**src/rtl/tbm_pkg.sv**
```systemverilog
// Shared types, constants and arithmetic helpers of the temporal band-pass magnifier.
// Used by every module of the block but tbm_ram. Depends on nothing.
package tbm_pkg;

    localparam int STORE_ENTRIES   = 65536;
    localparam int ADDR_BITS       = $clog2(STORE_ENTRIES);
    localparam int PIXEL_ADDR_BITS = 16;
    localparam int SAMPLE_BITS     = 16;
    localparam int LP_EXTRA        = 4;
    localparam int LP_BITS         = SAMPLE_BITS + LP_EXTRA;
    localparam int NUM_CH          = 3;
    localparam int LP_WORD_BITS    = NUM_CH * LP_BITS;
    localparam int COEF_BITS       = 16;
    localparam int LEVEL_BITS      = 3;
    localparam int GAIN_BITS       = COEF_BITS + 1;
    localparam int BAND_BITS       = LP_BITS + 1;
    localparam int LP_PROD_BITS    = LP_BITS + 1 + COEF_BITS + 1;
    localparam int PROD_G_BITS     = BAND_BITS + GAIN_BITS;
    localparam int PROD_C_BITS     = PROD_G_BITS + COEF_BITS + 1;
    localparam int WIDE_BITS       = PROD_C_BITS + 1;
    localparam int GAIN_SHIFT      = LP_EXTRA + 8;
    localparam int CHROMA_SHIFT    = LP_EXTRA + 16;

    localparam int QUEUE_DEPTH     = 4;
    localparam int Q_PTR_BITS      = $clog2(QUEUE_DEPTH);
    localparam int Q_CNT_BITS      = Q_PTR_BITS + 1;
    localparam int OUT_DEPTH       = 8;
    localparam int OUT_PTR_BITS    = $clog2(OUT_DEPTH);
    localparam int OUT_CNT_BITS    = OUT_PTR_BITS + 1;

    localparam int CFG_ADDR_BITS   = 5;
    localparam int CFG_DATA_BITS   = 32;
    localparam int CFG_INDEX_BITS  = CFG_ADDR_BITS - 2;

    localparam logic [CFG_INDEX_BITS-1:0] REG_CUTOFF_FAST  = 3'd0;
    localparam logic [CFG_INDEX_BITS-1:0] REG_CUTOFF_SLOW  = 3'd1;
    localparam logic [CFG_INDEX_BITS-1:0] REG_ALPHA_CAP    = 3'd2;
    localparam logic [CFG_INDEX_BITS-1:0] REG_CHROMA_ATTEN = 3'd3;
    localparam logic [CFG_INDEX_BITS-1:0] REG_TOP_LEVEL    = 3'd4;

    localparam logic [COEF_BITS-1:0]  RST_CUTOFF_FAST  = 16'd26214;
    localparam logic [COEF_BITS-1:0]  RST_CUTOFF_SLOW  = 16'd3277;
    localparam logic [COEF_BITS-1:0]  RST_ALPHA_CAP    = 16'd2560;
    localparam logic [COEF_BITS-1:0]  RST_CHROMA_ATTEN = 16'd256;
    localparam logic [LEVEL_BITS-1:0] RST_TOP_LEVEL    = 3'd4;

    typedef logic signed [SAMPLE_BITS-1:0] sample_t;
    typedef logic signed [LP_BITS-1:0]     lp_t;

    typedef enum logic [1:0] {
        OP_LOAD,
        OP_ZERO,
        OP_UPDATE
    } op_t;

    typedef struct packed {
        logic [PIXEL_ADDR_BITS-1:0] pixel_addr;
        logic [LEVEL_BITS-1:0]      level;
        sample_t                    sample_ch0;
        sample_t                    sample_ch1;
        sample_t                    sample_ch2;
        logic signed [15:0]         level_gain;
        logic                       first_frame;
    } in_item_t;

    typedef struct packed {
        sample_t out_ch0;
        sample_t out_ch1;
        sample_t out_ch2;
    } out_item_t;

    typedef struct packed {
        logic [COEF_BITS-1:0]  cutoff_fast;
        logic [COEF_BITS-1:0]  cutoff_slow;
        logic [COEF_BITS-1:0]  alpha_cap;
        logic [COEF_BITS-1:0]  chroma_atten;
        logic [LEVEL_BITS-1:0] top_level;
    } cfg_t;

    typedef struct packed {
        op_t                         op;
        logic [ADDR_BITS-1:0]        addr;
        sample_t [NUM_CH-1:0]        x;
        logic signed [GAIN_BITS-1:0] gain;
    } q_entry_t;

    // One first-order low-pass step: lp + round(c * (x - lp) / 2^16).
    function automatic lp_t lp_step(input lp_t lp, input lp_t x12,
                                    input logic [COEF_BITS-1:0] c);
        logic signed [LP_BITS:0]        d;
        logic signed [LP_PROD_BITS-1:0] p;
        logic signed [LP_PROD_BITS-1:0] r;
        d = {x12[LP_BITS-1], x12} - {lp[LP_BITS-1], lp};
        p = d * $signed({1'b0, c});
        r = (p + (LP_PROD_BITS'(1) <<< (COEF_BITS - 1))) >>> COEF_BITS;
        return lp + lp_t'(r[LP_BITS-1:0]);
    endfunction

    // Clamp a wide signed value to the sample range.
    function automatic sample_t sat_sample(input logic signed [WIDE_BITS-1:0] v);
        logic signed [WIDE_BITS-1:0] hi;
        logic signed [WIDE_BITS-1:0] lo;
        hi = (WIDE_BITS'(1) <<< (SAMPLE_BITS - 1)) - WIDE_BITS'(1);
        lo = -hi - WIDE_BITS'(1);
        if (v > hi) begin
            return hi[SAMPLE_BITS-1:0];
        end else if (v < lo) begin
            return lo[SAMPLE_BITS-1:0];
        end
        return v[SAMPLE_BITS-1:0];
    endfunction

endpackage

```
**src/rtl/tbm_front.sv**
```systemverilog
// Front end: accepts pixel transactions, classifies them and queues them for the back end.
// Depends on tbm_pkg for the transaction and queue entry types.
module tbm_front (
    input  logic                aclk,
    input  logic                aresetn,
    input  tbm_pkg::cfg_t       cfg,
    input  logic                s_valid,
    output logic                s_ready,
    input  tbm_pkg::in_item_t   s_data,
    output logic                q_valid,
    output tbm_pkg::q_entry_t   q_entry,
    input  logic                q_pop
);
    import tbm_pkg::*;

    q_entry_t              q_mem_reg [QUEUE_DEPTH];
    logic [Q_PTR_BITS-1:0] wr_ptr_reg;
    logic [Q_PTR_BITS-1:0] rd_ptr_reg;
    logic [Q_CNT_BITS-1:0] count_reg;
    logic                  push;
    logic                  gain_below_cap;
    q_entry_t              entry_next;

    assign s_ready = (count_reg != Q_CNT_BITS'(QUEUE_DEPTH));
    assign push    = s_valid && s_ready;
    assign q_valid = (count_reg != '0);
    assign q_entry = q_mem_reg[rd_ptr_reg];

    always_comb begin
        gain_below_cap = $signed(s_data.level_gain) < $signed({1'b0, cfg.alpha_cap});
        entry_next.addr = ADDR_BITS'(s_data.pixel_addr);
        entry_next.x[0] = s_data.sample_ch0;
        entry_next.x[1] = s_data.sample_ch1;
        entry_next.x[2] = s_data.sample_ch2;
        entry_next.gain = gain_below_cap ? {s_data.level_gain[15], s_data.level_gain}
                                         : {1'b0, cfg.alpha_cap};
        // A first frame wins over the level test: the entry is loaded whatever the level.
        if (s_data.first_frame) begin
            entry_next.op = OP_LOAD;
        end else if (s_data.level == '0 || s_data.level >= cfg.top_level) begin
            entry_next.op = OP_ZERO;
        end else begin
            entry_next.op = OP_UPDATE;
        end
    end

    always_ff @(posedge aclk) begin
        if (push) begin
            q_mem_reg[wr_ptr_reg] <= entry_next;
        end
    end

    always_ff @(posedge aclk) begin
        if (!aresetn) begin
            wr_ptr_reg <= '0;
            rd_ptr_reg <= '0;
            count_reg  <= '0;
        end else begin
            if (push) begin
                wr_ptr_reg <= wr_ptr_reg + Q_PTR_BITS'(1);
            end
            if (q_pop) begin
                rd_ptr_reg <= rd_ptr_reg + Q_PTR_BITS'(1);
            end
            if (push && !q_pop) begin
                count_reg <= count_reg + Q_CNT_BITS'(1);
            end else if (q_pop && !push) begin
                count_reg <= count_reg - Q_CNT_BITS'(1);
            end
        end
    end

endmodule

```
**config.mk**
```make
export PLATFORM = sky130hd
export DESIGN_NAME = tbm_front
export DESIGN_NICKNAME = d
export VERILOG_FILES = /design/src/rtl/tbm_pkg.sv /design/src/rtl/tbm_front.sv
export SDC_FILE = /design/constraint.sdc
export NUM_CORES = 1
export LEC_CHECK = 0
export BUFFER_PORTS_ARGS = -buffer_cell sky130_fd_sc_hd__buf_2
export CELL_PAD_IN_SITES_DETAIL_PLACEMENT = 1
export CELL_PAD_IN_SITES_GLOBAL_PLACEMENT = 1
export CORE_MARGIN = 2
export CORE_UTILIZATION = 40
export DETAILED_ROUTE_END_ITERATION = 8
export MAX_ROUTING_LAYER = met4
export PLACE_DENSITY = 0.73
export SYNTH_ARGS = -nofsm -noshare
export SYNTH_HDL_FRONTEND = slang
export SYNTH_SLANG_ARGS = --single-unit
export TNS_END_PERCENT = 100
```
**constraint.sdc**
```tcl
create_clock -name aclk -period 3.55 [get_ports aclk]
set_input_delay 0.5325 -clock aclk [delete_from_list [all_inputs] [get_ports aclk]]
set_output_delay 0.5325 -clock aclk [all_outputs]
set_load 0.01 [all_outputs]
```
==> summary.md, run 1 <==
| Metric | Value |
|---|---|
| Outcome | completed |
| Distinct cells, synth | 34 |
| CTS resizes | 0 |
| Worst Path Required | 3.02 ns |
| Mapped Area | 13100 um^2 |
| Crit Path Class | reg2out |
| Starting Density | 0.404 |
| M3 GR Usage | 0.0454 |
| CTS Hold Bufs | 0 |
| Setup crit end kind | primary output |
| Clk root buf | clkbuf_16 |
| Layout Utilization | 0.486 |
| Sw frac | 0.231 |
| Ys flop type | edfxtp_1 |
| Global-route wire length before repair | 39.2 mm |
| Top Family by Delay on Critical Path | flip-flops |
| Grt total ovfl | 0 |
| Initial antenna violation count | 3 |
| H-tree depth | 2 |
| Comb pwr share | 0.141 |
| CTS tree | done |
| Routability congestion estimate | 0.738 |
| Largest register FFs | 332 |
| Final std cells w/o fill | 1249 |
| CP max stage cell | dfxtp_4 |
| Via count | 6232 |
| # DRC | 0 |
| Syn Nets | 740 |
| Sw Pwr | 0.00229 W |
| Seq cells post-synth | 341 |
| Share of cells above drive strength 1 | 0.438 |
| Final #Nets | 960 |
| Area grow syn2layout | 20.3% |
| Post-synth EDFFs | 332 |
| Vias per std cell | 4.99 |
| M2 GR Usage | 0.266 |
| Asr flop ratio synth | 0 |
| Final Hold Fails | 0 |
| Sequential share of power | 0.504 |
| Setup-failing EPs final | 0 |
| GR Util All Layers | 0.156 |
| Busiest metal layer after global routing | met2 |
| Postcts setup bufs | 0 |
| Most frequent cells in the layout | edfxtp_1, buf_2, mux4_2 |
| Drt pass-1 iters | 4 |
| Post-synthesis sequential area ratio | 0.775 |
| Filler cells | 3025 |
| Ys Warns | 0 |
| Pin count of the biggest net entering global routing | 84 |
| Clock Tree Buf Depth | 3 |
| Routed wire per std cell | 20.5 um |
| Vias in the first global route | 6925 |
| Grt met1 use | 0.183 |
| Syn Inst Count | 561 |
| Sink Count | 341 |
| Most common cell after layout, fill and taps aside | edfxtp_1 |
| Worst-Skew Late Latency | 0.50 ns |
| Final ANT Viol Nets | 0 |
| Lkg Pwr | 5.44 nW |
| Syn_area_per_cell | 23.3 um^2 |
| TritonCTS buffer count | 36 |
| # placed instances | 1185 |
| Clk_skew | 0.00627 ns |
| Slowest Stage Delay on Critical Path | 0.63 ns |
| Pins Over Slew Limit | 0 |
| Worst Tran Pin Value | 0.553 ns |
| Die Width | 185 um |
| Die area | 34200 um^2 |
| Buf+Inv Stages, Crit Path | 2 |
| Clock slew at reported path FFs | 0.06 ns |
| Clock power share | 0.355 |
| Critical Path AT | 2.04 ns |
| VDD IR-drop max | 320 uV |
| Rows | 66 |
| Crit share post-route | 0.725 |
| Max-cap violation count | 0 |
| Tmin final | 2.57 ns |
| DRT Wirelength | 25.7 mm |
| Die H | 185 um |
| Critical Path Fanout Max | 27 |
| PwrDens | 630 nW/um^2 |
| Core ar. | 32400 um^2 |
| Min-Delay Path Class | in2reg |
| Port-buffer cells | 191 |
| RSZ-0062 raised after global routing | no |
| Critical path, cell by cell | buf_4, mux4_2, buf_2 |
| Startpoint Class | flip-flop |
| Setup TNS | 0 ns |
| DRT iter0 DRCs | 371 |
| Maximum clock frequency | 388 MHz |
| Rel. slew slack | 0.631 |
| Num ports | 240 |
| Post-DP HPWL | 15.9 mm |
| Int Pwr | 0.00763 W |
==> cells by family (layout without fill, tap and decap cells) <==
logic type	after synthesis	after routing	share of synthesized area
muxes	101	101	0.158
adders and majority gates	24	24	0.0235
xor gates and xnor gates	5	5	0.00335
AOI/OAI and AO/OA	17	17	0.00917
and+or+nand+nor	32	32	0.0134
other	0	3	0
buffers and inverters	41	284	0.0174
DFF	341	341	0.775
==> cell type report <==
cell class,count,area (um^2),share of cell area
clock buffers,48,967,0.0614
clock inverters,13,131,0.00834
repair buffers,202,1130,0.0715
inverters,21,78.8,0.00501
multi-input cells,179,2730,0.173
diodes,3,7.51,0.000477
well taps,442,553,0.0351
flip-flops and latches,341,10200,0.645
==> power by group through the flow <==
stage	combinational, W	sequential (W)	clock (W)
floorplan	0.000859	0.00506	0
global placement	0.00142	0.00506	0
detailed placement	0.00144	0.00509	0
CTS	0.00145	0.00500	0.00363
global route	0.00155	0.00503	0.00376
finish	0.00140	0.00500	0.00352
==> per-layer routing <==
layer | wire length [um] | part of all wire | up-vias
li1 | - | - | 2781
met1 | 10300 | 0.40 | 3251
met2 | 13100 | 0.51 | 164
met3 | 1820 | 0.071 | 36
met4 | 424 | 0.017 | 0
met5 | 0 | 0 | -
==> final timing paths <==
kind / slack [ns] / end / startpoint / depth (start not counted)
worst max-delay path: 0.98 / q_entry[71] / flip-flop / 3
worst min-delay path: 0.25 / q_mem_reg[1][44] / s_data[44] / 1
worst max register to register: 1.28 / count_reg[2] / count_reg[0] / 8
worst min register to register: 0.54 / count_reg[2] / count_reg[2] / 2
==> Yosys cell counts, types with 3 or more instances <==
library cell,instances,share of area
buf_2,11,0.0042
nor2b_1,3,0.0014
xnor2_1,3,0.0020
nor2_1,4,0.0011
mux2_2,16,0.014
inv_1,21,0.0060
buf_6,8,0.0069
and2_1,9,0.0043
edfxtp_1,332,0.76
dfxtp_1,9,0.014
ha_1,23,0.022
a21oi_1,5,0.0019
mux4_2,83,0.14
nand2_1,5,0.0014
==> per-stage QoR <==
step / hold WS, ns / instance area [um^2] / total power (W) / setup slack, ns
after detailed placement: 0.537 / 14600 / 0.00653 / 0.470
after floorplan: 0.497 / 13100 / 0.00592 / 0.318
after global placement: 0.516 / 14600 / 0.00647 / 0.526
final: 0.251 / 15700 / 0.00991 / 0.976
after CTS: 0.223 / 15700 / 0.0101 / 0.905
after global routing: 0.234 / 15700 / 0.0103 / 0.854
==> worst reg2reg max path: stages, from the launching register on <==
cell	delay (ns)
dfxtp_1	0.42
nor2_1	0.10
a21boi_2	0.35
ha_1	0.28
inv_1	0.07
fa_1	0.37
xor2_1	0.16
or3_1	0.30
a21boi_0	0.16
(Power assumes the default switching activity.)
==> run 2: changes to the inputs <==
- clock period: 3.55 -> 2.58 ns (I/O delays scaled with it)
==> run 2 against run 1 <==
Final area rose by 1.5%. Via count rose by 0.66%. Worst hold slack got worse by 0.16 ns. Combinational power rose by 42%. Setup slack got worse by 0.84 ns. Routed wire length rose by 2.9%. Die area did not move. Critical path type unchanged. Critical endpoint is now q_entry[47]. Largest power group unchanged.
==> summary.md, run 2 (synthesis gave the netlist of run 1 again) <==
| Metric | Value |
|---|---|
| Most common cell after layout, fill and taps aside | edfxtp_1 |
| Maximum clock frequency | 410 MHz |
| Setup crit end kind | primary output |
| Area grow syn2layout | 22.1% |
| Tmin final | 2.44 ns |
| Rows | 66 (unchanged) |
| Most frequent cells in the layout | edfxtp_1, buf_2, mux4_2 |
| Critical Path Fanout Max | 30 (+11%) |
| CTS Hold Bufs | 0 (unchanged) |
| Worst Tran Pin Value | 0.384 ns (-0.169 ns) |
| Worst Path Required | 2.19 ns (-0.83 ns) |
| Routability congestion estimate | 0.769 (+4.3%) |
| Pin count of the biggest net entering global routing | 46 (-45%) |
| RSZ-0062 raised after global routing | no |
| # placed instances | 1195 (+0.84%) |
| Final std cells w/o fill | 1264 (+1.2%) |
| Top Family by Delay on Critical Path | multiplexers |
| Initial antenna violation count | 2 (-1) |
| Largest register FFs | 332 (unchanged) |
| Clock slew at reported path FFs | 0.06 ns (about the same) |
| DRT iter0 DRCs | 327 (-12%) |
| Via count | 6273 (+0.66%) |
| Clk root buf | clkbuf_16 |
| TritonCTS buffer count | 37 (+2.8%) |
| Min-Delay Path Class | in2reg |
| Filler cells | 3011 (-0.46%) |
| Outcome | completed |
| Clock Tree Buf Depth | 3 (unchanged) |
| Sink Count | 341 (unchanged) |
| VDD IR-drop max | 621 uV (+94%) |
| Final ANT Viol Nets | 0 (unchanged) |
| Postcts setup bufs | 0 (unchanged) |
| Setup-failing EPs final | 0 (unchanged) |
| Port-buffer cells | 191 (unchanged) |
| Lkg Pwr | 5.54 nW (+1.9%) |
| Pins Over Slew Limit | 0 (unchanged) |
| GR Util All Layers | 0.161 (+0.00470) |
| Clk_skew | 0.0102 ns (+0.00391 ns) |
| Critical Path AT | 2.05 ns (about the same) |
| Buf+Inv Stages, Crit Path | 2 (unchanged) |
| Routed wire per std cell | 20.9 um (+1.7%) |
| Final Hold Fails | 0 (unchanged) |
| Crit share post-route | 0.946 |
| Rel. slew slack | 0.744 (+0.113) |
| DRT Wirelength | 26.4 mm (+2.9%) |
| Vias per std cell | 4.96 (-0.54%) |
| Starting Density | 0.404 (unchanged) |
| Core ar. | 32400 um^2 (unchanged) |
| Num ports | 240 (unchanged) |
| Vias in the first global route | 7094 (+2.4%) |
| CP max stage cell | mux4_2 |
| CTS resizes | 0 (unchanged) |
| Share of cells above drive strength 1 | 0.451 (+0.0134) |
| Die H | 185 um (unchanged) |
| Final #Nets | 971 (+1.1%) |
| Slowest Stage Delay on Critical Path | 0.54 ns (-0.09 ns) |
| Crit Path Class | reg2out |
| Die area | 34200 um^2 (unchanged) |
| # DRC | 0 (unchanged) |
| Global-route wire length before repair | 40.3 mm (+2.6%) |
| R2r setup slk | 0.57 ns (-0.71 ns) |
| CTS tree | done |
| Critical path, cell by cell | buf_12, mux4_2, buf_2 |
| Grt total ovfl | 0 (unchanged) |
| Max-cap violation count | 0 (unchanged) |
| Startpoint Class | flip-flop |
| Die Width | 185 um (unchanged) |
| H-tree depth | 2 (unchanged) |
| PwrDens | 876 nW/um^2 (+39%) |
| Post-DP HPWL | 16.4 mm (+3.0%) |
| Hold_ws | 0.0938 ns (-0.157 ns) |
| Worst-Skew Late Latency | 0.51 ns (about the same) |
| Drt pass-1 iters | 4 (unchanged) |
## run 2: changes by cell type in the layout (fill, tap and decap cells not counted), sizes merged
cell / previous run / this run
diode: 3 / 2
inv: 21 / 22
buf: 202 / 212
clkinv: 10 / 11
clkbuf: 48 / 49
clkinvlp: 0 / 3
## run 2: worst reg2reg max path, cell delays in order, from the launching register on
cell,delay (ns)
dfxtp_1,0.42
nor2_1,0.11
a21boi_2,0.17
ha_1,0.20
inv_1,0.06
fa_1,0.37
xor2_1,0.16
or3_1,0.30
a21boi_0,0.15
## run 2: final cells by class
cell class,instances,area [um^2],area share
repair buffers,212,1280,0.0798
well taps,442,553,0.0346
inverters,21,78.8,0.00493
multi-input cells,179,2730,0.171
clock inverters,18,173,0.0108
flip-flops and latches,341,10200,0.636
clock buffers,49,1010,0.0634
diodes,2,5.00,0.000313
## run 2: worst paths after layout
check                                   from                to  depth (start not counted)
worst max register to register  count_reg[0]      count_reg[2]                          8
worst max-delay path               flip-flop       q_entry[47]                          3
worst min-delay path              s_data[81]  q_mem_reg[3][78]                          1
worst min register to register  count_reg[2]      count_reg[2]                          2
## run 2: stage by stage
stage | worst slack (ns) | setup TNS [ns] | instance area [um^2] | power [W] | util
6_report | 0.140 | 0 | 16000 | 0.0140 | 0.494
5_1_grt | 0.00358 | 0 | 16000 | 0.0146 | 0.494
4_1_cts | 0.0639 | 0 | 16000 | 0.0142 | 0.494
3_5_place_dp | -0.161 | -9.38 | 14800 | 0.00905 | 0.457
3_3_place_gp | -0.0935 | -5.15 | 14800 | 0.00896 | 0.457
2_1_floorplan | 0.00753 | 0 | 13100 | 0.00812 | -
## run 2: power by group
group | internal [W] | leakage, nW | switching, W
Clock | 0.00307 | 0.569 | 0.00206
Combinational | 0.000911 | 1.85 | 0.00108
Sequential | 0.00672 | 3.12 | 0.000163
## run 2: metal layers
metal	global-route usage	up-vias	routed length (um)
li1	-	2821	-
met1	0.201	3244	11300
met2	0.268	171	13100
met3	0.0370	37	1540
met4	0.0394	0	444
met5	-	-	0
==> run 3: changes to the inputs <==
- CORE_UTILIZATION: 40 -> 48
- PLACE_DENSITY: 0.73 -> 0.84
==> run 3 against run 2 <==
Setup slack improved by 0.054 ns. Via count is 0.81% higher. Utilization increased by 9.8 points. Final area down 0.41%. Maximum frequency increased by 2.2%. Global-route usage up 3.5 points. Count of clock-buffer cells in the layout decreased by 7.
==> summary.md, run 3 (synthesis gave the netlist of run 1 again) <==
| Metric | Value |
|---|---|
| Worst Path Required | 2.19 ns (about the same) |
| Grt total ovfl | 0 (unchanged) |
| CTS tree | done |
| Critical Path Fanout Max | 29 (-3.3%) |
| Worst Setup EP | q_entry[69] |
| Clk root buf | clkbuf_16 |
| Hold_ws | 0.0897 ns (-0.00407 ns) |
| Global-route wire length before repair | 40.8 mm (+1.4%) |
| PwrDens | 875 nW/um^2 (-0.19%) |
| Most common cell after layout, fill and taps aside | edfxtp_1 |
| Layout Utilization | 0.592 (+0.0985) |
| Clock Tree Buf Depth | 3 (unchanged) |
| Die Width | 169 um (-8.5%) |
| Share of cells above drive strength 1 | 0.461 (+0.00976) |
| H-tree depth | 2 (unchanged) |
| DRT iter0 DRCs | 433 (+32%) |
| Die area | 28600 um^2 (-16%) |
| Routed wire per std cell | 22.8 um (+9.3%) |
| Crit Reg-Reg Startpoint | count_reg[0] |
| Area grow syn2layout | 21.6% |
| Largest register FFs | 332 (unchanged) |
| Core ar. | 26900 um^2 (-17%) |
| Port-buffer cells | 191 (unchanged) |
| Vias per std cell | 5.42 (+9.3%) |
| Crit Path Class | reg2out |
| Setup crit end kind | primary output |
| DRT Wirelength | 26.6 mm (+0.87%) |
| Final Hold Fails | 0 (unchanged) |
| Worst Tran Pin Value | 0.536 ns (+0.153 ns) |
| Post-DP HPWL | 17.4 mm (+6.4%) |
| Crit share post-route | 0.925 (-0.0208) |
| Clk_skew | 0.0168 ns (+0.00660 ns) |
| Setup-failing EPs final | 0 (unchanged) |
| TritonCTS buffer count | 35 (-5.4%) |
| Final #Nets | 977 (+0.62%) |
| R2r setup slk | 0.53 ns (-0.04 ns) |
| Initial antenna violation count | 5 (+3) |
| Routability congestion estimate | 0.721 (-6.2%) |
| Die H | 169 um (-8.5%) |
| GR Util All Layers | 0.196 (+0.0348) |
| Drt pass-1 iters | 4 (unchanged) |
| Max-cap violation count | 0 (unchanged) |
| Vias in the first global route | 7045 (-0.69%) |
| Pins Over Slew Limit | 0 (unchanged) |
| Outcome | completed |
| Maximum clock frequency | 419 MHz (+2.2%) |
| Placed instance area | 14700 um^2 (-0.65%) |
| Final non-filler cell area | 15900 um^2 (-0.41%) |
| Pin count of the biggest net entering global routing | 51 (+11%) |
| Worst Slack Setup Final | 0.194 ns (+0.0537 ns) |
| Sink Count | 341 (unchanged) |
| Dpl ws | -0.235 ns (-0.0741 ns) |
| Num ports | 240 (unchanged) |
| Via count | 6324 (+0.81%) |
| Startpoint Class | flip-flop |
| Worst-Skew Late Latency | 0.51 ns (about the same) |
| Worst R2R Path Depth | 8 (unchanged) |
| Critical Path AT | 2.00 ns (-0.05 ns) |
| Rows | 60 (-9.1%) |
| Min-Delay Path Class | in2reg |
| Lkg Pwr | 5.59 nW (+0.80%) |
| RR Endpoint | count_reg[2] |
| VDD IR-drop max | 616 uV (-0.84%) |
| Most frequent cells in the layout | edfxtp_1, buf_2, mux4_2 |
| Final ANT Viol Nets | 0 (unchanged) |
| # DRC | 0 (unchanged) |
| CTS resizes | 0 (unchanged) |
| Starting Density | 0.487 (+0.0827) |
| Rel. slew slack | 0.642 (-0.102) |
| Tmin final | 2.39 ns (-0.0537 ns) |
| RSZ-0062 raised after global routing | no |
| Clock slew at reported path FFs | 0.06 ns (about the same) |
==> run 3: report_power, final <==
part | internal (W) | total (W) | switching (W) | leakage, nW
combinational | 0.000940 | 0.00203 | 0.00109 | 1.91
clock | 0.00301 | 0.00500 | 0.00200 | 0.561
sequential | 0.00672 | 0.00689 | 0.000167 | 3.12
total | 0.0107 | 0.0139 | 0.00325 | 5.59
==> run 3: worst min path at each step <==
stage / startpoint / to / slack (ns) / cells after the start
floorplan: s_data[49] / q_mem_reg[0][17] / 0.49 / 0
global placement: count_reg[2] / count_reg[2] / 0.52 / 2
detailed placement: count_reg[2] / count_reg[2] / 0.53 / 2
CTS: s_data[82] / q_mem_reg[0][79] / 0.07 / 1
global route: s_data[23] / q_mem_reg[3][55] / 0.07 / 1
finish: s_data[25] / q_mem_reg[3][57] / 0.09 / 1
==> run 3: final cells by class <==
| type | instances | area [um^2] |
|---|---|---|
| diodes | 5 | 12.5 |
| clock buffers | 42 | 943 |
| clock inverters | 17 | 198 |
| fillers | 2363 | 11000 |
| inverters | 21 | 78.8 |
| multi-input cells | 179 | 2730 |
| flip-flops and latches | 341 | 10200 |
| well taps | 341 | 427 |
| repair buffers | 220 | 1370 |
==> run 3: layer usage <==
| layer | GRT usage | part of all wire | routed length [um] |
|---|---|---|---|
| met1 | 0.243 | 0.41 | 11000 |
| met2 | 0.329 | 0.51 | 13600 |
| met3 | 0.0431 | 0.057 | 1510 |
| met4 | 0.0531 | 0.018 | 490 |
| met5 | - | 0 | 0 |
==> run 3: worst max-delay path: stages (launching register included) <==
cell	delay [ns]
dfxtp_4	0.70
buf_4	0.29
mux4_2	0.34
buf_2	0.16
==> run 3: repair_timing <==
item / 4_1_cts / 5_1_grt
endpoints found under the setup margin: 15 / 0
hold buffers: 0 / 0
buffers inserted: 4 / 0
==> run 3: through the flow <==
step / instances / TNS (ns) / total power (W)
2_1_floorplan: 561 / 0 / 0.00812
3_3_place_gp: 1098 / -11.09 / 0.00895
3_5_place_dp: 1098 / -13.88 / 0.00905
4_1_cts: 1161 / 0 / 0.0141
5_1_grt: 1166 / 0 / 0.0144
6_report: 1166 / 0 / 0.0139
