## src/rtl/tbm_pkg.sv

```systemverilog
// Shared types, constants and arithmetic helpers of the temporal band-pass magnifier.
// Used by every module of the block but tbm_ram. Depends on nothing.
package tbm_pkg;

    localparam int STORE_ENTRIES   = 65536;
    localparam int ADDR_BITS       = $clog2(STORE_ENTRIES);
    localparam int PIXEL_ADDR_BITS = 16;
    localparam int SAMPLE_BITS     = 16;
    localparam int LP_EXTRA        = 4;
    localparam int LP_BITS         = SAMPLE_BITS + LP_EXTRA;
    localparam int NUM_CH          = 3;
    localparam int LP_WORD_BITS    = NUM_CH * LP_BITS;
    localparam int COEF_BITS       = 16;
    localparam int LEVEL_BITS      = 3;
    localparam int GAIN_BITS       = COEF_BITS + 1;
    localparam int BAND_BITS       = LP_BITS + 1;
    localparam int LP_PROD_BITS    = LP_BITS + 1 + COEF_BITS + 1;
    localparam int PROD_G_BITS     = BAND_BITS + GAIN_BITS;
    localparam int PROD_C_BITS     = PROD_G_BITS + COEF_BITS + 1;
    localparam int WIDE_BITS       = PROD_C_BITS + 1;
    localparam int GAIN_SHIFT      = LP_EXTRA + 8;
    localparam int CHROMA_SHIFT    = LP_EXTRA + 16;

    localparam int QUEUE_DEPTH     = 4;
    localparam int Q_PTR_BITS      = $clog2(QUEUE_DEPTH);
    localparam int Q_CNT_BITS      = Q_PTR_BITS + 1;
    localparam int OUT_DEPTH       = 8;
    localparam int OUT_PTR_BITS    = $clog2(OUT_DEPTH);
    localparam int OUT_CNT_BITS    = OUT_PTR_BITS + 1;

    localparam int CFG_ADDR_BITS   = 5;
    localparam int CFG_DATA_BITS   = 32;
    localparam int CFG_INDEX_BITS  = CFG_ADDR_BITS - 2;

    localparam logic [CFG_INDEX_BITS-1:0] REG_CUTOFF_FAST  = 3'd0;
    localparam logic [CFG_INDEX_BITS-1:0] REG_CUTOFF_SLOW  = 3'd1;
    localparam logic [CFG_INDEX_BITS-1:0] REG_ALPHA_CAP    = 3'd2;
    localparam logic [CFG_INDEX_BITS-1:0] REG_CHROMA_ATTEN = 3'd3;
    localparam logic [CFG_INDEX_BITS-1:0] REG_TOP_LEVEL    = 3'd4;

    localparam logic [COEF_BITS-1:0]  RST_CUTOFF_FAST  = 16'd26214;
    localparam logic [COEF_BITS-1:0]  RST_CUTOFF_SLOW  = 16'd3277;
    localparam logic [COEF_BITS-1:0]  RST_ALPHA_CAP    = 16'd2560;
    localparam logic [COEF_BITS-1:0]  RST_CHROMA_ATTEN = 16'd256;
    localparam logic [LEVEL_BITS-1:0] RST_TOP_LEVEL    = 3'd4;

    typedef logic signed [SAMPLE_BITS-1:0] sample_t;
    typedef logic signed [LP_BITS-1:0]     lp_t;

    typedef enum logic [1:0] {
        OP_LOAD,
        OP_ZERO,
        OP_UPDATE
    } op_t;

    typedef struct packed {
        logic [PIXEL_ADDR_BITS-1:0] pixel_addr;
        logic [LEVEL_BITS-1:0]      level;
        sample_t                    sample_ch0;
        sample_t                    sample_ch1;
        sample_t                    sample_ch2;
        logic signed [15:0]         level_gain;
        logic                       first_frame;
    } in_item_t;

    typedef struct packed {
        sample_t out_ch0;
        sample_t out_ch1;
        sample_t out_ch2;
    } out_item_t;

    typedef struct packed {
        logic [COEF_BITS-1:0]  cutoff_fast;
        logic [COEF_BITS-1:0]  cutoff_slow;
        logic [COEF_BITS-1:0]  alpha_cap;
        logic [COEF_BITS-1:0]  chroma_atten;
        logic [LEVEL_BITS-1:0] top_level;
    } cfg_t;

    typedef struct packed {
        op_t                         op;
        logic [ADDR_BITS-1:0]        addr;
        sample_t [NUM_CH-1:0]        x;
        logic signed [GAIN_BITS-1:0] gain;
    } q_entry_t;

    // One first-order low-pass step: lp + round(c * (x - lp) / 2^16).
    function automatic lp_t lp_step(input lp_t lp, input lp_t x12,
                                    input logic [COEF_BITS-1:0] c);
        logic signed [LP_BITS:0]        d;
        logic signed [LP_PROD_BITS-1:0] p;
        logic signed [LP_PROD_BITS-1:0] r;
        d = {x12[LP_BITS-1], x12} - {lp[LP_BITS-1], lp};
        p = d * $signed({1'b0, c});
        r = (p + (LP_PROD_BITS'(1) <<< (COEF_BITS - 1))) >>> COEF_BITS;
        return lp + lp_t'(r[LP_BITS-1:0]);
    endfunction

    // Clamp a wide signed value to the sample range.
    function automatic sample_t sat_sample(input logic signed [WIDE_BITS-1:0] v);
        logic signed [WIDE_BITS-1:0] hi;
        logic signed [WIDE_BITS-1:0] lo;
        hi = (WIDE_BITS'(1) <<< (SAMPLE_BITS - 1)) - WIDE_BITS'(1);
        lo = -hi - WIDE_BITS'(1);
        if (v > hi) begin
            return hi[SAMPLE_BITS-1:0];
        end else if (v < lo) begin
            return lo[SAMPLE_BITS-1:0];
        end
        return v[SAMPLE_BITS-1:0];
    endfunction

endpackage

```

## src/rtl/tbm_cfg.sv

```systemverilog
// APB-style configuration registers of the band-pass magnifier.
// Depends on tbm_pkg for the register map and reset values.
module tbm_cfg (
    input  logic                              aclk,
    input  logic                              aresetn,
    input  logic                              psel,
    input  logic                              penable,
    input  logic                              pwrite,
    input  logic [tbm_pkg::CFG_ADDR_BITS-1:0] paddr,
    input  logic [tbm_pkg::CFG_DATA_BITS-1:0] pwdata,
    output logic [tbm_pkg::CFG_DATA_BITS-1:0] prdata,
    output logic                              pready,
    output tbm_pkg::cfg_t                     cfg
);
    import tbm_pkg::*;

    cfg_t                      cfg_reg;
    logic                      wr_en;
    logic [CFG_INDEX_BITS-1:0] index;

    assign index  = paddr[CFG_ADDR_BITS-1:2];
    assign wr_en  = psel && penable && pwrite;
    assign pready = 1'b1;
    assign cfg    = cfg_reg;

    always_ff @(posedge aclk) begin
        if (!aresetn) begin
            cfg_reg.cutoff_fast  <= RST_CUTOFF_FAST;
            cfg_reg.cutoff_slow  <= RST_CUTOFF_SLOW;
            cfg_reg.alpha_cap    <= RST_ALPHA_CAP;
            cfg_reg.chroma_atten <= RST_CHROMA_ATTEN;
            cfg_reg.top_level    <= RST_TOP_LEVEL;
        end else if (wr_en) begin
            case (index)
                REG_CUTOFF_FAST:  cfg_reg.cutoff_fast  <= pwdata[COEF_BITS-1:0];
                REG_CUTOFF_SLOW:  cfg_reg.cutoff_slow  <= pwdata[COEF_BITS-1:0];
                REG_ALPHA_CAP:    cfg_reg.alpha_cap    <= pwdata[COEF_BITS-1:0];
                REG_CHROMA_ATTEN: cfg_reg.chroma_atten <= pwdata[COEF_BITS-1:0];
                REG_TOP_LEVEL:    cfg_reg.top_level    <= pwdata[LEVEL_BITS-1:0];
                default: ;
            endcase
        end
    end

    always_comb begin
        case (index)
            REG_CUTOFF_FAST:  prdata = CFG_DATA_BITS'(cfg_reg.cutoff_fast);
            REG_CUTOFF_SLOW:  prdata = CFG_DATA_BITS'(cfg_reg.cutoff_slow);
            REG_ALPHA_CAP:    prdata = CFG_DATA_BITS'(cfg_reg.alpha_cap);
            REG_CHROMA_ATTEN: prdata = CFG_DATA_BITS'(cfg_reg.chroma_atten);
            REG_TOP_LEVEL:    prdata = CFG_DATA_BITS'(cfg_reg.top_level);
            default:          prdata = '0;
        endcase
    end

endmodule

```

## config.mk

```make
export PLATFORM = sky130hd
export DESIGN_NAME = tbm_cfg
export DESIGN_NICKNAME = d
export VERILOG_FILES = /design/src/rtl/tbm_pkg.sv /design/src/rtl/tbm_cfg.sv
export SDC_FILE = /design/constraint.sdc
export NUM_CORES = 1
export LEC_CHECK = 0
export BUFFER_PORTS_ARGS = -buffer_cell sky130_fd_sc_hd__buf_2
export CORE_MARGIN = 2
export CORE_UTILIZATION = 51
export DETAILED_ROUTE_END_ITERATION = 10
export PLACE_DENSITY = 0.85
export SYNTH_ARGS = -nofsm -noshare
export SYNTH_HDL_FRONTEND = slang
export SYNTH_SLANG_ARGS = --single-unit
```

## constraint.sdc

```tcl
create_clock -name aclk -period 1.87 [get_ports aclk]
set_clock_uncertainty 0.15 [all_clocks]
set_input_delay 0 -clock aclk [delete_from_list [all_inputs] [get_ports aclk]]
set_output_delay 0 -clock aclk [all_outputs]
set_load 0.03 [all_outputs]
```

==> impl_metrics.csv, run 1 <==
group,metric,value,unit
placed_design,dp_hpwl,5850,um
yosys,synth.area.top_cells,"dfxtp_1 (40%), mux2i_1 (16%), mux4_2 (8.8%)",
yosys,yosys.area.top_type,"dfxtp_1",
timing,max_freq,581,MHz
final_layout,syn_to_final_growth,29.2,%
final_layout,fin_util,67.9,%
critical_path,cp.arrival,1.83,ns
timing,min_period,1.72,ns
route,wl_per_cell,16.1,um
cts,clkTransAtPathRegs,0.07,ns
timing,fin_hold_ws,0.0132,ns
yosys,synth_edf_count,0,
cts,cts_hold_buf,21,
yosys,avgSynthCellArea,10.1,um^2
yosys,synth_area,3320,um^2
route,vias,2850,
critical_path,slowest_delay,0.58,ns
timing,tightest_slew,0.568,ns
pwr,powerDensity,747,nW/um^2
placed_design,place_congestion,0.806,
yosys,netlist_instances,329,
route,antenna_left,0,
global_routing,grt_max_degree,86,
timing,relSlewSlack,62.0,%
timing,setup_viol,0,
placed_design,dpl_worst_slack,0.352,ns
cts,clock_latency,0.32,ns
cts,ctsLongestPathBuffers,2,
placed_design,portBuffers,106,
worst_hold_path,hp-class,"input pin to flop",
yosys,synth_seq_cells,67,
floorplan,die_x,84.6,um
timing,period_share,92.0,%
status,status,"finished clean",
global_routing,grt_pass1_wl,13900,um
final_layout,layout-drive-gt1-share,34.9,%
global_routing,antenna_found_initial,0,
yosys,ys_warn_count,0,
route,vias_per_cell,5.32,
placed_design,dpl_cell_area,3850,um^2
floorplan,io_pins,142,
final_layout,fin_nets,496,
critical_path,slowest_stage,"dlygate4sd3_1",
floorplan,initial_utilization,52.5,%
critical_path,worst-path-max-fanout,3,
run,maxCapViolCount,0,
global_routing,first_global_vias,2847,
critical_path,critPathBufInv,3,
floorplan,core,6310,um^2
yosys,yosysTopAreaCellShare,40.4,%
route,drt_iter0_drc,112,
floorplan,rows,29,
cts,cts_resized,0,
yosys,yosysUniqueCellTypes,30,
critical_path,crit_required,1.98,ns
floorplan,die_area,7160,um^2
route,firstDrtPassIters,5,
critical_path,end_kind,"flop",
timing,hold_viol,0,
critical_path,cp-start-kind,"input pin",
cts,clock_sinks,67,
timing,slew_violations,0,
global_routing,grt_use_total,24.4,%
cts,cts_buffers,9,
global_routing,grt-ovfl-total,0,
cts,cts_tree,"done",
cts,root_buffer,"clkbuf_8",
timing,fin_ws,0.149,ns
yosys,synthTopCellsByCount,"dfxtp_1 (67), nand2_1 (64), mux2i_1 (52)",
route,drc,0,
critical_path,critPathMostFrequentCell,"dlygate4sd3_1",
timing,fin_setup_tns,0,ns
pwr,ir_worst_vdd,0.000570,V
yosys,async_reset_ff_share,0,%
critical_path,cpLargestDelayFamily,"buffers and inverters",
yosys,yosysSeqAreaShare,40.4,%
critical_path,crit_chain,"buf_2, dlygate4sd3_1, nand4_1, dlygate4sd3_1, nor3_2, mux2i_1",
critical_path,critPathKind,"input pin to flop",
final_layout,largest_reg_flops,67,
final_layout,stdcell_area,4280,um^2
yosys,ys.flop_type,"dfxtp_1",
yosys,synth_most_common_cell,"dfxtp_1",
final_layout,diodes,0,
timing,rsz0062_at_grt,"false",
floorplan,fp.dieH,84.6,um
pwr,p_leak,1.94,nW
route,wirelength,8620,um
cts,postCtsSetupBuffers,0,
cts,htreeDepth,3,
[cell usage in the layout (no fill, tap or decap), types with 6 or more instances in the layout]
master | netlist | layout
buf_2 | 4 | 106
dfxtp_1 | 67 | 67
nand2_1 | 64 | 64
mux2i_1 | 52 | 52
dlygate4sd3_1 | 0 | 21
nor2b_1 | 20 | 20
conb_1 | 2 | 17
inv_1 | 15 | 15
o211ai_1 | 14 | 14
mux4_2 | 13 | 13
buf_4 | 21 | 12
clkbuf_8 | 0 | 11
nand3_1 | 8 | 8
a22oi_1 | 6 | 6
nand4b_1 | 6 | 6
[layout make-up]
| class | count | area, um^2 |
|---|---|---|
| well taps | 77 | 96.3 |
| clock inverters | 4 | 72.6 |
| repair buffers | 141 | 871 |
| clock buffers | 12 | 155 |
| fillers | 527 | 2030 |
| multi-input cells | 220 | 1690 |
| inverters | 15 | 56.3 |
| flip-flops and latches | 67 | 1340 |
[tightest hold or removal path, cell delays in order]
cell and delay [ns]:
buf_2 0.22, nor3_2 0.11, mux2i_1 0.11
[final timing paths]
path | start | to | cells past startpoint | slack (ns)
worst max-delay path | penable | cfg[2] | 6 | 0.15
worst min-delay path | paddr[2] | cfg[0] | 3 | 0.01
worst max register to register | cfg[61] | cfg[61] | 3 | 0.54
worst min register to register | cfg[34] | cfg[34] | 2 | 0.32
[routing by layer]
metal	share of wire [%]	vias to the layer above	global-route usage, %	routed length [um]
met5	0	-	0	0
met4	2.0	0	10.2	176
met3	6.3	18	4.62	544
met2	50	124	41.4	4350
met1	41	1361	30.4	3550
li1	-	1347	-	-
[power breakdown]
group	total (W)	internal (W)	switching, W
clock	0.00136	0.000823	0.000537
sequential	0.00145	0.00144	0.00000922
combinational	0.000393	0.000144	0.000249
total	0.00320	0.00241	0.000796
[cell families (layout without fill, tap and decap cells)]
logic type / count (synthesis) / count (layout) / synth area share, %
mux: 68 / 68 / 25.5
other cells: 2 / 17 / 0.226
compound gates: 25 / 25 / 5.51
buf+inv: 57 / 172 / 10.6
flops: 67 / 67 / 40.4
simple gates: 110 / 110 / 17.7
[per-stage QoR]
step	total power (W)	std cells
after detailed placement	0.00184	499
final	0.00320	536
after global routing	0.00332	536
after CTS	0.00321	536
after global placement	0.00183	499
after floorplan	0.00176	344
No activity file was read; power rests on OpenSTA's default activity.
==> run 2: changes to the inputs <==
--- a/config.mk
+++ b/config.mk
@@ -5,11 +5,13 @@
 export SDC_FILE = /design/constraint.sdc
 export NUM_CORES = 1
 export LEC_CHECK = 0
+export ABC_AREA = 1
 export BUFFER_PORTS_ARGS = -buffer_cell sky130_fd_sc_hd__buf_2
 export CORE_MARGIN = 2
-export CORE_UTILIZATION = 51
+export CORE_UTILIZATION = 52
 export DETAILED_ROUTE_END_ITERATION = 10
-export PLACE_DENSITY = 0.85
+export PLACE_DENSITY = 0.86
+export SETUP_SLACK_MARGIN = 0.2
 export SYNTH_ARGS = -nofsm -noshare
 export SYNTH_HDL_FRONTEND = slang
 export SYNTH_SLANG_ARGS = --single-unit
==> impl_metrics.csv, run 2 <==
group,metric,value,unit
cts,clkTransAtPathRegs,0.08,ns
yosys,ys.flop_type,"dfxtp_1",
yosys,ys_warn_count,0,
yosys,synth_compound_gate_area_share,2.23,%
yosys,yosysTopAreaCellShare,39.8,%
route,drc,0,
global_routing,grt_max_degree,68,
critical_path,critPathKind,"input pin to flop",
yosys,yosys.area_share.adder,0,%
placed_design,dpl_worst_slack,0.404,ns
run,maxCapViolCount,0,
critical_path,cp.arrival,1.72,ns
timing,fin_setup_tns,0,ns
global_routing,first_global_vias,3673,
route,antenna_left,0,
yosys,synth_edf_count,0,
yosys,avgSynthCellArea,6.24,um^2
final_layout,layout-drive-gt1-share,22.2,%
global_routing,grt_pass1_wl,17200,um
yosys,muxShareOfSynthArea,0,%
final_layout,nFillCells,472,
floorplan,die_area,7140,um^2
route,vias_per_cell,5.29,
global_routing,grt-ovfl-total,0,
final_layout,fin_nets,716,
route,vias,4002,
placed_design,dp_hpwl,6640,um
critical_path,crit_chain,"dlygate4sd3_1, buf_2, buf_12, nand3_1, dlygate4sd3_1",
cts,ctsLongestPathBuffers,2,
floorplan,io_pins,142,
yosys,synth-simple-area-share,44.3,%
yosys,netlist_instances,540,
final_layout,syn_to_final_growth,34.1,%
critical_path,cp-start-kind,"input pin",
final_layout,final_cell_mix,"nand2_1 (172), nor2_1 (118), buf_2 (106)",
critical_path,end_kind,"flop",
cts,cts_buffers,9,
route,firstDrtPassIters,5,
cts,htreeDepth,3,
cts,clock_latency,0.34,ns
pwr,p_leak,2.33,nW
cts,root_buffer,"clkbuf_8",
timing,max_freq,608,MHz
yosys,synth_seq_cells,67,
placed_design,portBuffers,106,
timing,slew_violations,0,
timing,period_share,87.9,%
route,wl_per_cell,14.9,um
yosys,synth.area.top_cells,"dfxtp_1 (40%), nand2_1 (19%), nor2_1 (13%)",
floorplan,core,6310,um^2
yosys,yosysSeqAreaShare,39.8,%
yosys,yosysUniqueCellTypes,19,
global_routing,antenna_found_initial,0,
worst_hold_path,hp-class,"input pin to flop",
floorplan,initial_utilization,53.4,%
final_layout,largest_reg_flops,67,
cts,cts_tree,"done",
timing,fin_ws,0.225,ns
status,status,"finished clean",
final_layout,diodes,0,
critical_path,worst-path-max-fanout,67,
global_routing,grt_use_total,30.0,%
yosys,synth_top_family_by_area,"simple AND/OR/NAND/NOR gates",
placed_design,place_congestion,0.933,
yosys,synth_most_common_cell,"nand2_1",
route,drt_iter0_drc,480,
timing,rsz0062_at_grt,"false",
timing,hold_viol,0,
pwr,ir_worst_vdd,0.000606,V
yosys,yosys.area.top_type,"dfxtp_1",
yosys,synthTopCellsByCount,"nand2_1 (174), nor2_1 (118), dfxtp_1 (67)",
yosys,synth_area,3370,um^2
critical_path,slowest_delay,0.58,ns
yosys,synth-xor-area-share,0,%
timing,min_period,1.64,ns
critical_path,slowest_stage,"dlygate4sd3_1",
critical_path,critPathMostFrequentCell,"dlygate4sd3_1",
floorplan,fp.dieH,84.5,um
pwr,powerDensity,773,nW/um^2
final_layout,final_common_cell,"nand2_1",
floorplan,die_x,84.5,um
timing,setup_viol,0,
route,wirelength,11200,um
yosys,async_reset_ff_share,0,%
critical_path,crit_required,1.95,ns
floorplan,rows,29,
cts,clock_sinks,67,
==> run 2: changes by cell type after synthesis, sizes merged, moves of 10 or more <==
cell and change:
a21oi +13, buf +10, clkbuf -10, inv +37, mux2i -52, mux4 -13, nand2 +108, nand3 +51
nor2 +123, nor2b -20, o211ai -14
==> run 2: area by class of cell <==
type / instances / area [um^2] / share of cell area (%)
clock inverter: 4 / 95.1 / 2.10
timing repair buffer: 150 / 977 / 21.6
tap: 77 / 96.3 / 2.13
sequential: 67 / 1340 / 29.7
clock buffer: 12 / 165 / 3.66
inverter: 53 / 203 / 4.49
multi-input combinational: 393 / 1640 / 36.3
==> run 2: timing repair <==
action,in CTS,in global routing
resized for setup,0,5
buffers inserted,0,4
hold endpoints to repair,67,0
endpoints found under the setup margin,0,10
hold buffers,30,0
==> run 2: per-layer routing <==
| layer | GRT usage (%) | up-vias | wire [um] | share of wire (%) |
|---|---|---|---|---|
| met5 | 0 | - | 0 | 0 |
| met4 | 17.5 | 0 | 533 | 4.7 |
| met3 | 6.49 | 63 | 1270 | 11 |
| met2 | 48.2 | 315 | 5180 | 46 |
| met1 | 37.1 | 1755 | 4260 | 38 |
| li1 | - | 1869 | - | - |
==> run 2: cells by family after synthesis <==
| logic type | after synthesis |
|---|---|
| AOI/OAI and AO/OA | 15 |
| DFF | 67 |
| and+or+nand+nor | 361 |
| other | 2 |
| buffers and inverters | 95 |
==> run 2: per-stage QoR <==
step | cell area [um^2] | cells | hold WS (ns) | power (W) | util [%]
6_report | 4520 | 756 | 0.0273 | 0.00349 | 71.6
5_1_grt | 4520 | 756 | 0.0846 | 0.00357 | 71.6
4_1_cts | 4470 | 752 | 0.00225 | 0.00344 | 70.8
3_5_place_dp | 3910 | 706 | 0.0871 | 0.00189 | 61.9
3_3_place_gp | 3910 | 706 | 0.0764 | 0.00188 | 61.9
2_1_floorplan | 3430 | 555 | -0.0239 | 0.00179 | -
==> run 2: final timing paths <==
path | to | cells after the start | slack (ns) | startpoint
min | cfg[4] | 5 | 0.03 | paddr[2]
min reg2reg | cfg[30] | 2 | 0.34 | cfg[30]
max reg2reg | cfg[46] | 3 | 0.52 | cfg[46]
max | cfg[42] | 5 | 0.23 | aresetn
==> run 2: worst max-delay path: cells and delay by family <==
family / cells / cell delay [ns]
buffers and inverters: 4 / 1.56
AND/OR/NAND/NOR: 1 / 0.13
==> run 2: where the power goes <==
part           leakage, nW  total [W]  switching, W  internal (W)
registers            0.542    0.00146     0.0000150       0.00144
logic                 1.66   0.000457      0.000322      0.000135
clock network        0.133    0.00157      0.000580      0.000994
==> run 3: changes to the inputs <==
--- a/config.mk
+++ b/config.mk
@@ -7,10 +7,12 @@
 export LEC_CHECK = 0
 export ABC_AREA = 1
 export BUFFER_PORTS_ARGS = -buffer_cell sky130_fd_sc_hd__buf_2
+export CELL_PAD_IN_SITES_DETAIL_PLACEMENT = 1
+export CELL_PAD_IN_SITES_GLOBAL_PLACEMENT = 1
 export CORE_MARGIN = 2
-export CORE_UTILIZATION = 52
+export CORE_UTILIZATION = 34
 export DETAILED_ROUTE_END_ITERATION = 10
-export PLACE_DENSITY = 0.86
+export PLACE_DENSITY = 0.85
 export SETUP_SLACK_MARGIN = 0.2
 export SYNTH_ARGS = -nofsm -noshare
 export SYNTH_HDL_FRONTEND = slang
==> constraint.sdc (replaced) <==
create_clock -name aclk -period 1.87 [get_ports aclk]
set_clock_uncertainty 0.15 [all_clocks]
set_input_delay 0.0935 -clock aclk [delete_from_list [all_inputs] [get_ports aclk]]
set_output_delay 0.0935 -clock aclk [all_outputs]
set_load 0.03 [all_outputs]
==> impl_metrics.csv, run 3 (same netlist as run 2, synthesis figures left out) <==
group,metric,value,unit
status,status,"finished clean",
final_layout,final_cell_mix,"nand2_1 (174), nor2_1 (118), buf_2 (106)",
worst_hold_path,hp-class,"input pin to flop",
route,firstDrtPassIters,4,
timing,min_period,1.63,ns
pwr,p_leak,2.25,nW
pwr,clkPwrFrac,37.4,%
global_routing,grt_pass1_wl,19100,um
route,vias_per_cell,4.70,
critical_path,worst-path-max-fanout,23,
timing,setup_viol,0,
cts,htreeDepth,3,
final_layout,syn_to_final_growth,29.1,%
pwr,ir_worst_vdd,0.000320,V
pwr,p_sw,0.000896,W
pwr,powerDensity,702,nW/um^2
final_layout,diodes,0,
route,vias,3738,
pwr,combPwrFrac,14.9,%
critical_path,critPathKind,"input pin to output port",
final_layout,largest_reg_flops,67,
global_routing,first_global_vias,3784,
placed_design,place_congestion,0.785,
cts,cts_tree,"done",
final_layout,final_common_cell,"nand2_1",
cts,postCtsSetupBuffers,0,
timing,slew_violations,0,
final_layout,layout-drive-gt1-share,21.6,%
timing,max_freq,612,MHz
final_layout,fin_cells,795,
global_routing,grt-ovfl-total,0,
cts,ctsLongestPathBuffers,2,
critical_path,cp-start-kind,"input pin",
route,drc,0,
final_layout,fin_nets,700,
route,wirelength,12200,um
floorplan,die_area,10700,um^2
placed_design,dp_hpwl,8660,um
floorplan,core,9680,um^2
global_routing,antenna_found_initial,0,
floorplan,rows,36,
placed_design,placed_cells,764,
critical_path,end_kind,"output port",
floorplan,die_x,104,um
floorplan,initial_utilization,34.8,%
cts,root_buffer,"clkbuf_8",
pwr,switching_share,29.3,%
route,drt_iter0_drc,164,
timing,hold_viol,0,
critical_path,cp.arrival,1.39,ns
pwr,p_int,0.00216,W
route,wl_per_cell,15.4,um
run,maxCapViolCount,0,
floorplan,fp.dieH,104,um
route,antenna_left,0,
critical_path,crit_required,1.63,ns
pwr,pwr-share-seq,47.8,%
cts,clkTransAtPathRegs,0.07,ns
final_layout,nFillCells,1315,
floorplan,io_pins,142,
cts,clock_latency,0.34,ns
timing,period_share,87.4,%
timing,fin_setup_tns,0,ns
cts,clock_sinks,67,
global_routing,grt_use_total,22.3,%
cts,cts_buffers,9,
global_routing,grt_max_degree,25,
timing,rsz0062_at_grt,"false",
placed_design,portBuffers,106,
-- run 3: cell count changes in the layout (fill, tap and decap cells not counted), sizes merged --
cell / before / now
dlygate4sd3: 30 / 16
bufinv: 3 / 0
buf: 120 / 118
clkbuf: 12 / 14
clkinv: 1 / 2
inv: 52 / 51
-- run 3: power groups by stage --
| stage | clock network, W | registers (W) | logic, W |
|---|---|---|---|
| floorplan | 0 | 0.00153 | 0.000268 |
| global placement | 0 | 0.00149 | 0.000405 |
| detailed placement | 0 | 0.00149 | 0.000416 |
| CTS | 0.00116 | 0.00146 | 0.000445 |
| global route | 0.00121 | 0.00146 | 0.000487 |
| finish | 0.00114 | 0.00146 | 0.000454 |
-- run 3: final timing paths --
kind          endpoint  cells past startpoint  startpoint  slack, ns
max          prdata[3]                      8    paddr[4]       0.24
min             cfg[7]                      5   pwdata[4]       0.02
max reg2reg     cfg[2]                      2      cfg[2]       0.99
min reg2reg    cfg[42]                      2     cfg[42]       0.34
-- run 3: stage by stage --
| stage | power [W] | setup slack (ns) | area, um^2 | utilization, % | hold slack, ns |
|---|---|---|---|---|---|
| floorplan | 0.00179 | 0.536 | 3430 | - | 0.0696 |
| global placement | 0.00190 | 0.330 | 4000 | 41.3 | 0.171 |
| detailed placement | 0.00191 | 0.253 | 4000 | 41.3 | 0.183 |
| CTS | 0.00306 | 0.251 | 4340 | 44.8 | 0.0111 |
| global route | 0.00315 | 0.188 | 4350 | 44.9 | 0.0524 |
| finish | 0.00306 | 0.237 | 4350 | 44.9 | 0.0207 |
-- run 3: cell type report --
| class | count | area [um^2] | share of cell area (%) |
|---|---|---|---|
| clock buffer | 14 | 173 | 3.97 |
| sequential | 67 | 1340 | 30.8 |
| clock inverter | 1 | 7.51 | 0.173 |
| tap | 133 | 166 | 3.82 |
| inverter | 53 | 200 | 4.60 |
| timing repair buffer | 134 | 826 | 19.0 |
| multi-input combinational | 393 | 1640 | 37.6 |
-- run 3: timing repair --
item / in CTS / in global routing
endpoints found under the setup margin: 0 / 6
hold buffers: 16 / 0
endpoints found under the hold margin: 32 / 0
resized for setup: 0 / 4
-- run 3: metal layers --
metal	global-route usage, %	share of wire, %	wire length (um)	vias to the layer above
met2	38.4	47	5800	112
li1	-	-	-	1838
met1	28.1	45	5460	1766
met4	6.56	1.9	236	0
met5	0	0	0	-
met3	4.59	6.1	742	22
-- run 3: worst max-delay path, cell delays in order --
cell and delay [ns]:
buf_2 0.12, clkinv_2 0.20, nand2_1 0.14, nor2_2 0.06, buf_12 0.17, a21oi_1 0.32, nand2_1 0.09, buf_2 0.19
